===== config.mk =====
export PLATFORM = sky130hd
export DESIGN_NAME = psht_scale
export DESIGN_NICKNAME = d
export VERILOG_FILES = /design/src/rtl/core/psht_scale.sv
export SDC_FILE = /design/constraint.sdc
export NUM_CORES = 1
export LEC_CHECK = 0
export ABC_AREA = 1
export BUFFER_PORTS_ARGS = -buffer_cell sky130_fd_sc_hd__buf_2
export CELL_PAD_IN_SITES_DETAIL_PLACEMENT = 0
export CELL_PAD_IN_SITES_GLOBAL_PLACEMENT = 1
export CORE_ASPECT_RATIO = 1.5
export CORE_MARGIN = 5
export CORE_UTILIZATION = 52
export CTS_BUF_LIST = sky130_fd_sc_hd__clkbuf_4
export CTS_CLUSTER_DIAMETER = 60
export DETAILED_ROUTE_END_ITERATION = 6
export PLACE_DENSITY = 0.94
export SLEW_MARGIN = 20
export SYNTH_ARGS = -nofsm -noshare
export SYNTH_HDL_FRONTEND = slang
export SYNTH_SLANG_ARGS = --single-unit

===== constraint.sdc =====
create_clock -name aclk -period 15.1 [get_ports aclk]
set_clock_uncertainty 0.1 [all_clocks]
set_input_delay 3.02 -clock aclk [delete_from_list [all_inputs] [get_ports aclk]]
set_output_delay 3.02 -clock aclk [all_outputs]
set_load 0.005 [all_outputs]

===== src/rtl/core/psht_scale.sv =====
// ============================================================================
// Gravity scale unit
// Computes floor(h_mag * b_mag / HISTORY_LIMIT) in two registered multiplies:
// the magnitude product, then a multiply by a fixed reciprocal and a shift.
// ============================================================================
`default_nettype none

module psht_scale #(
    parameter int HISTORY_LIMIT = 16384
) (
    input  wire                                  aclk,
    input  wire [$clog2(HISTORY_LIMIT+1)-1:0]    h_mag,
    input  wire [$clog2(HISTORY_LIMIT+1)-1:0]    b_mag,
    output logic [$clog2(HISTORY_LIMIT+1)-1:0]   q
);

    localparam int MAG_W   = $clog2(HISTORY_LIMIT + 1);
    localparam int PROD_W  = 2 * MAG_W;
    localparam int SHIFT   = PROD_W + $clog2(HISTORY_LIMIT);
    localparam int RECIP_W = PROD_W + 2;
    localparam int FULL_W  = PROD_W + RECIP_W;

    // Rounded-up reciprocal; exact for every product below 2**PROD_W.
    localparam longint unsigned RECIP_FULL =
        ((longint'(1) << SHIFT) + longint'(HISTORY_LIMIT) - 1) / longint'(HISTORY_LIMIT);
    localparam logic [RECIP_W-1:0] RECIP = RECIP_W'(RECIP_FULL);

    logic [PROD_W-1:0] prod_reg;
    logic [FULL_W-1:0] scaled_reg;

    // First stage: magnitude product.
    always_ff @(posedge aclk) begin
        prod_reg <= PROD_W'(h_mag) * PROD_W'(b_mag);
    end

    // Second stage: multiply by the reciprocal.
    always_ff @(posedge aclk) begin
        scaled_reg <= FULL_W'(prod_reg) * FULL_W'(RECIP);
    end

    assign q = scaled_reg[SHIFT +: MAG_W];

endmodule

`default_nettype wire


==> impl_metrics.yaml, run 1 <==
clock_tree:
  post-cts-setup-buffers: 0
  cts_made_buffers: 5
  clock_latency_ns: 0.33
  ctsResizeCount: 0
  clockBufferDepth: 2
  ctsHoldBuffers: 0
  cts_tree: "yes"
  cts.htree.levels: 2
  cts.sinks: 30
  cts.clk_slew.worst_paths_ns: 0.10
  cts_root_buf: "clkbuf_4"
sta:
  grt_setup_unrepaired: "no"
  max_slew_margin: 0.732
  slew_violations: 0
  fin_crit_sh: 0.526
  max_freq_mhz: 126
  hold_viol: 0
  tns_ns: 0
  min_period_ns: 7.94
  worstMarginPinSlew_ns: 0.402
  finalSetupViolCount: 0
placed_design:
  gp_congestion: 0.877
  dpl.hpwl_um: 16400
  io_buffer_count: 45
setup_path:
  arrival_ns: 8.06
  critPathCaptureType: "flop"
  crit_path_max_fanout: 15
  worstPathRequired_ns: 15.22
  cp-start-kind: "input port"
  path_class: "input port to flop"
die:
  start_util: 0.531
  die_area_mm2: 0.0187
  die_y_um: 165
  rows: 56
  core_mm2: 0.0157
  fp.dieW_um: 113
  io_pins: 46
drt:
  vias_per_cell: 4.92
  ant_nets: 0
  num_vias: 6617
  drt_iter0_markers: 349
  routed-wl-met3_um: 453
  wirelength_um: 19000
  first_pass_iters: 4
  met2WireLength_um: 10600
  wl_met1_um: 7090
  drc_errors: 0
  routedWlPerCell_um: 14.1
  maxUsedRoutingLayer: "met4"
final_layout:
  fill_cells: 1545
  final_cell_mix: "358 x inv_1, 315 x nand2_1, 165 x fa_1"
  regArea_um2: 601
  num_antenna_cells: 0
  fin_nets: 1424
  final_common_cell: "inv_1"
  area_growth_pct: 5.62
  drive_gt1_frac: 0.0499
  multi_input_area_mm2: 0.00627
grt:
  antenna_found_initial: 0
  track_usage: 0.225
  grt_pass1_vias: 7259
  grt_pass1_wl_um: 33700
  grt_max_degree: 16
  overflow: 0
synth:
  synth.distinct_cells: 24
  syn_inst: 1119
  yosysSeqAreaShare: 0.0721
  synth_seq_cells: 30
  synth_area_per_cell_um2: 7.44
  yosysWarnings: 0
  syn_area_mm2: 0.00833
  synth_nets: 1402
job:
  cap_violations: 0
hold_path:
  hold_path_class: "flop to flop"
status:
  status: "finished, final reports clean"
-- worst max-delay path, cell delays in order --
cell and delay (ns):
buf_2 0.20, nand2_1 0.10, inv_1 0.05, fa_1 0.52, inv_1 0.06, fa_1 0.52, inv_1 0.05, fa_1 0.49
fa_1 0.46, fa_1 0.53, inv_1 0.05, fa_1 0.49, inv_1 0.04, ha_1 0.34, a21oi_1 0.22, o21ai_0 0.19
a21oi_1 0.31, nor2_1 0.07, nor2_1 0.12, nand2_1 0.06, nand2_1 0.06, nand2_1 0.06
-- metrics by stage --
step / setup WS, ns / cell area, µm² / util / instances / hold WS [ns]
after global routing: 6.78 / 8800 / 0.560 / 1345 / 0.237
after CTS: 7.16 / 8800 / 0.560 / 1345 / 0.229
after floorplan: 7.35 / 8330 / - / 1119 / 0.210
final: 7.16 / 8800 / 0.560 / 1345 / 0.232
after detailed placement: 6.82 / 8690 / 0.554 / 1337 / 0.213
after global placement: 6.83 / 8690 / 0.554 / 1337 / 0.210
-- cell families after synthesis --
| kind of cell | count (synthesis) | share of synthesized area |
|---|---|---|
| xor gates and xnor gates | 11 | 0.0116 |
| DFF | 30 | 0.0721 |
| adders and majority gates | 252 | 0.527 |
| buffers and inverters | 388 | 0.175 |
| AOI/OAI and AO/OA | 47 | 0.0305 |
| and+or+nand+nor | 391 | 0.184 |
-- cell usage after synthesis, drive strengths merged --
master	n	area [µm²]
o21bai	1	7.51
clkbuf	30	113
a21o	3	22.5
nor2	43	171
nor3	10	50.1
xor2	8	70.1
nand2	317	1190
a21boi	2	15.0
nand3b	1	7.51
a21oi	25	125
nand3	16	80.1
o21ai	16	83.8
xnor2	3	26.3
fa	165	3300
ha	87	1090
nand4	4	25.0
inv	358	1340
dfxtp	30	601
-- routing by layer --
| layer | global-route usage | vias up |
|---|---|---|
| li1 | - | 3191 |
| met1 | 0.259 | 3240 |
| met2 | 0.439 | 132 |
| met3 | 0.0150 | 54 |
| met4 | 0.0711 | 0 |
| met5 | 0 | - |
-- final timing paths --
| path | slack [ns] | start | cells after the start | to |
|---|---|---|---|---|
| hold reg to reg | 0.23 | prod_reg[20] | 0 | scaled_reg[50] |
| setup reg to reg | 14.56 | prod_reg[22] | 0 | scaled_reg[52] |
| hold / removal | 0.23 | prod_reg[20] | 0 | scaled_reg[50] |
| setup / recovery | 7.16 | h_mag[14] | 22 | prod_reg[28] |
-- layout make-up --
class,instances,area share
repair buffers,45,0.0256
flip-flops and latches,30,0.0683
clock buffers,5,0.00427
inverters,358,0.153
well taps,203,0.0289
clock inverters,3,0.00725
multi-input cells,701,0.713
Power of run 1 is not shown: default switching activity piles up to over one toggle a cycle in this logic, so the estimate is an artifact.
==> run 2: changes to the inputs <==
--- a/config.mk
+++ b/config.mk
@@ -11,11 +11,11 @@
 export CELL_PAD_IN_SITES_GLOBAL_PLACEMENT = 1
 export CORE_ASPECT_RATIO = 1.5
 export CORE_MARGIN = 5
-export CORE_UTILIZATION = 52
+export CORE_UTILIZATION = 44
 export CTS_BUF_LIST = sky130_fd_sc_hd__clkbuf_4
 export CTS_CLUSTER_DIAMETER = 60
 export DETAILED_ROUTE_END_ITERATION = 6
-export PLACE_DENSITY = 0.94
+export PLACE_DENSITY = 0.85
 export SLEW_MARGIN = 20
 export SYNTH_ARGS = -nofsm -noshare
 export SYNTH_HDL_FRONTEND = slang
==> constraint.sdc (replaced) <==
create_clock -name aclk -period 6.47 [get_ports aclk]
set_clock_uncertainty 0.1 [all_clocks]
set_input_delay 1.294 -clock aclk [delete_from_list [all_inputs] [get_ports aclk]]
set_output_delay 1.294 -clock aclk [all_outputs]
set_load 0.005 [all_outputs]
==> impl_metrics.yaml, run 2 (synthesized netlist as in run 1, its figures left out) <==
status:
  status: "finished, final reports clean"
sta:
  hold_viol: 0
  finalSetupViolCount: 0
  hold_slack_ns: 0.216
  worstMarginPinSlew_ns: 0.379
  min_period_ns: 6.11
  grt_setup_unrepaired: "no"
  slew_violations: 0
  tns_ns: 0
  max_slew_margin: 0.746
  fin_crit_sh: 0.944
  max_freq_mhz: 164
final_layout:
  postLayoutCellArea_mm2: 0.00913
  num_antenna_cells: 0
  area_growth_pct: 9.66
  final_common_cell: "inv_1"
  drive_gt1_frac: 0.0844
  fin_util: 0.490
  fill_cells: 1942
  fin_nets: 1467
  final_cell_mix: "358 x inv_1, 315 x nand2_1, 165 x fa_1"
die:
  io_pins: 46
  core_mm2: 0.0186
  start_util: 0.447
  rows: 61
  die_area_mm2: 0.0218
  die_y_um: 178
  fp.dieW_um: 122
setup_path:
  cpPeakStageDelay_ns: 0.61
  cp_slowest_cell: "fa_1"
  crit_path_cell_trace: "buf_2 -> nand2_1 -> fa_1 -> inv_1 -> fa_1 -> fa_1 -> fa_1 -> fa_1 -> inv_1 -> fa_1 -> inv_1 -> ha_1 -> nand2_1 -> nor2_2 -> inv_1 -> nor3_1 -> nand2_1 -> nand2_1 -> nand2_1 -> nand3_1 -> nand2_1"
  worstPathRequired_ns: 6.60
  cp-start-kind: "input port"
  arrival_ns: 6.24
  path_delay_family: "adder cells"
  crit_path_max_fanout: 10
  worst-path-buf-inv: 5
  critPathCaptureType: "flop"
  path_class: "input port to flop"
grt:
  track_usage: 0.198
  grt_max_degree: 16
  grt_pass1_vias: 7173
  overflow: 0
  antenna_found_initial: 0
  grt_pass1_wl_um: 34000
clock_tree:
  ctsResizeCount: 0
  cts_made_buffers: 5
  cts.clk_slew.worst_paths_ns: 0.10
  cts.sinks: 30
  post-cts-setup-buffers: 0
  cts_root_buf: "clkbuf_4"
  clockBufferDepth: 2
  cts.htree.levels: 2
  clock_latency_ns: 0.33
  ctsHoldBuffers: 0
  cts_tree: "yes"
placed_design:
  io_buffer_count: 45
  dpl.hpwl_um: 18100
  placed_area_mm2: 0.00908
  gp_congestion: 0.894
drt:
  ant_nets: 0
  wirelength_um: 20200
  first_pass_iters: 5
  drt_iter0_markers: 245
  vias_per_cell: 4.66
  drc_errors: 0
  num_vias: 6700
  routedWlPerCell_um: 14.1
job:
  cap_violations: 0
hold_path:
  hold_path_class: "flop to flop"
## run 2: cell type report
type                       instances  area [µm²]  share of cell area
clock buffer                       5        37.5             0.00411
clock inverter                     3        16.3             0.00178
inverter                         358        1340               0.147
multi-input combinational        701        6270               0.687
sequential                        30         601              0.0658
tap                              252         315              0.0345
timing repair buffer              88         548              0.0600
## run 2: path summary, 6_finish.rpt
path | from | slack [ns] | end | depth (start not counted)
setup / recovery | h_mag[8] | 0.36 | prod_reg[21] | 21
hold / removal | prod_reg[20] | 0.22 | scaled_reg[50] | 0
hold reg to reg | prod_reg[20] | 0.22 | scaled_reg[50] | 0
setup reg to reg | prod_reg[28] | 5.94 | scaled_reg[58] | 0
## run 2: stage by stage
| step | std cells | worst slack (ns) |
|---|---|---|
| 2_1_floorplan | 1119 | 0.443 |
| 3_3_place_gp | 1429 | 0.0431 |
| 3_5_place_dp | 1429 | 0.0636 |
| 4_1_cts | 1437 | 0.379 |
| 5_1_grt | 1437 | 0.0380 |
| 6_report | 1437 | 0.361 |
## run 2: routing by layer
metal  vias up  share of wire  track usage
li1       3278              -            -
met1      3257           0.37        0.219
met2       113           0.56        0.388
met3        52          0.022       0.0133
met4         0          0.042       0.0743
met5         -              0            0
Power of run 2 is left out for the same reason.
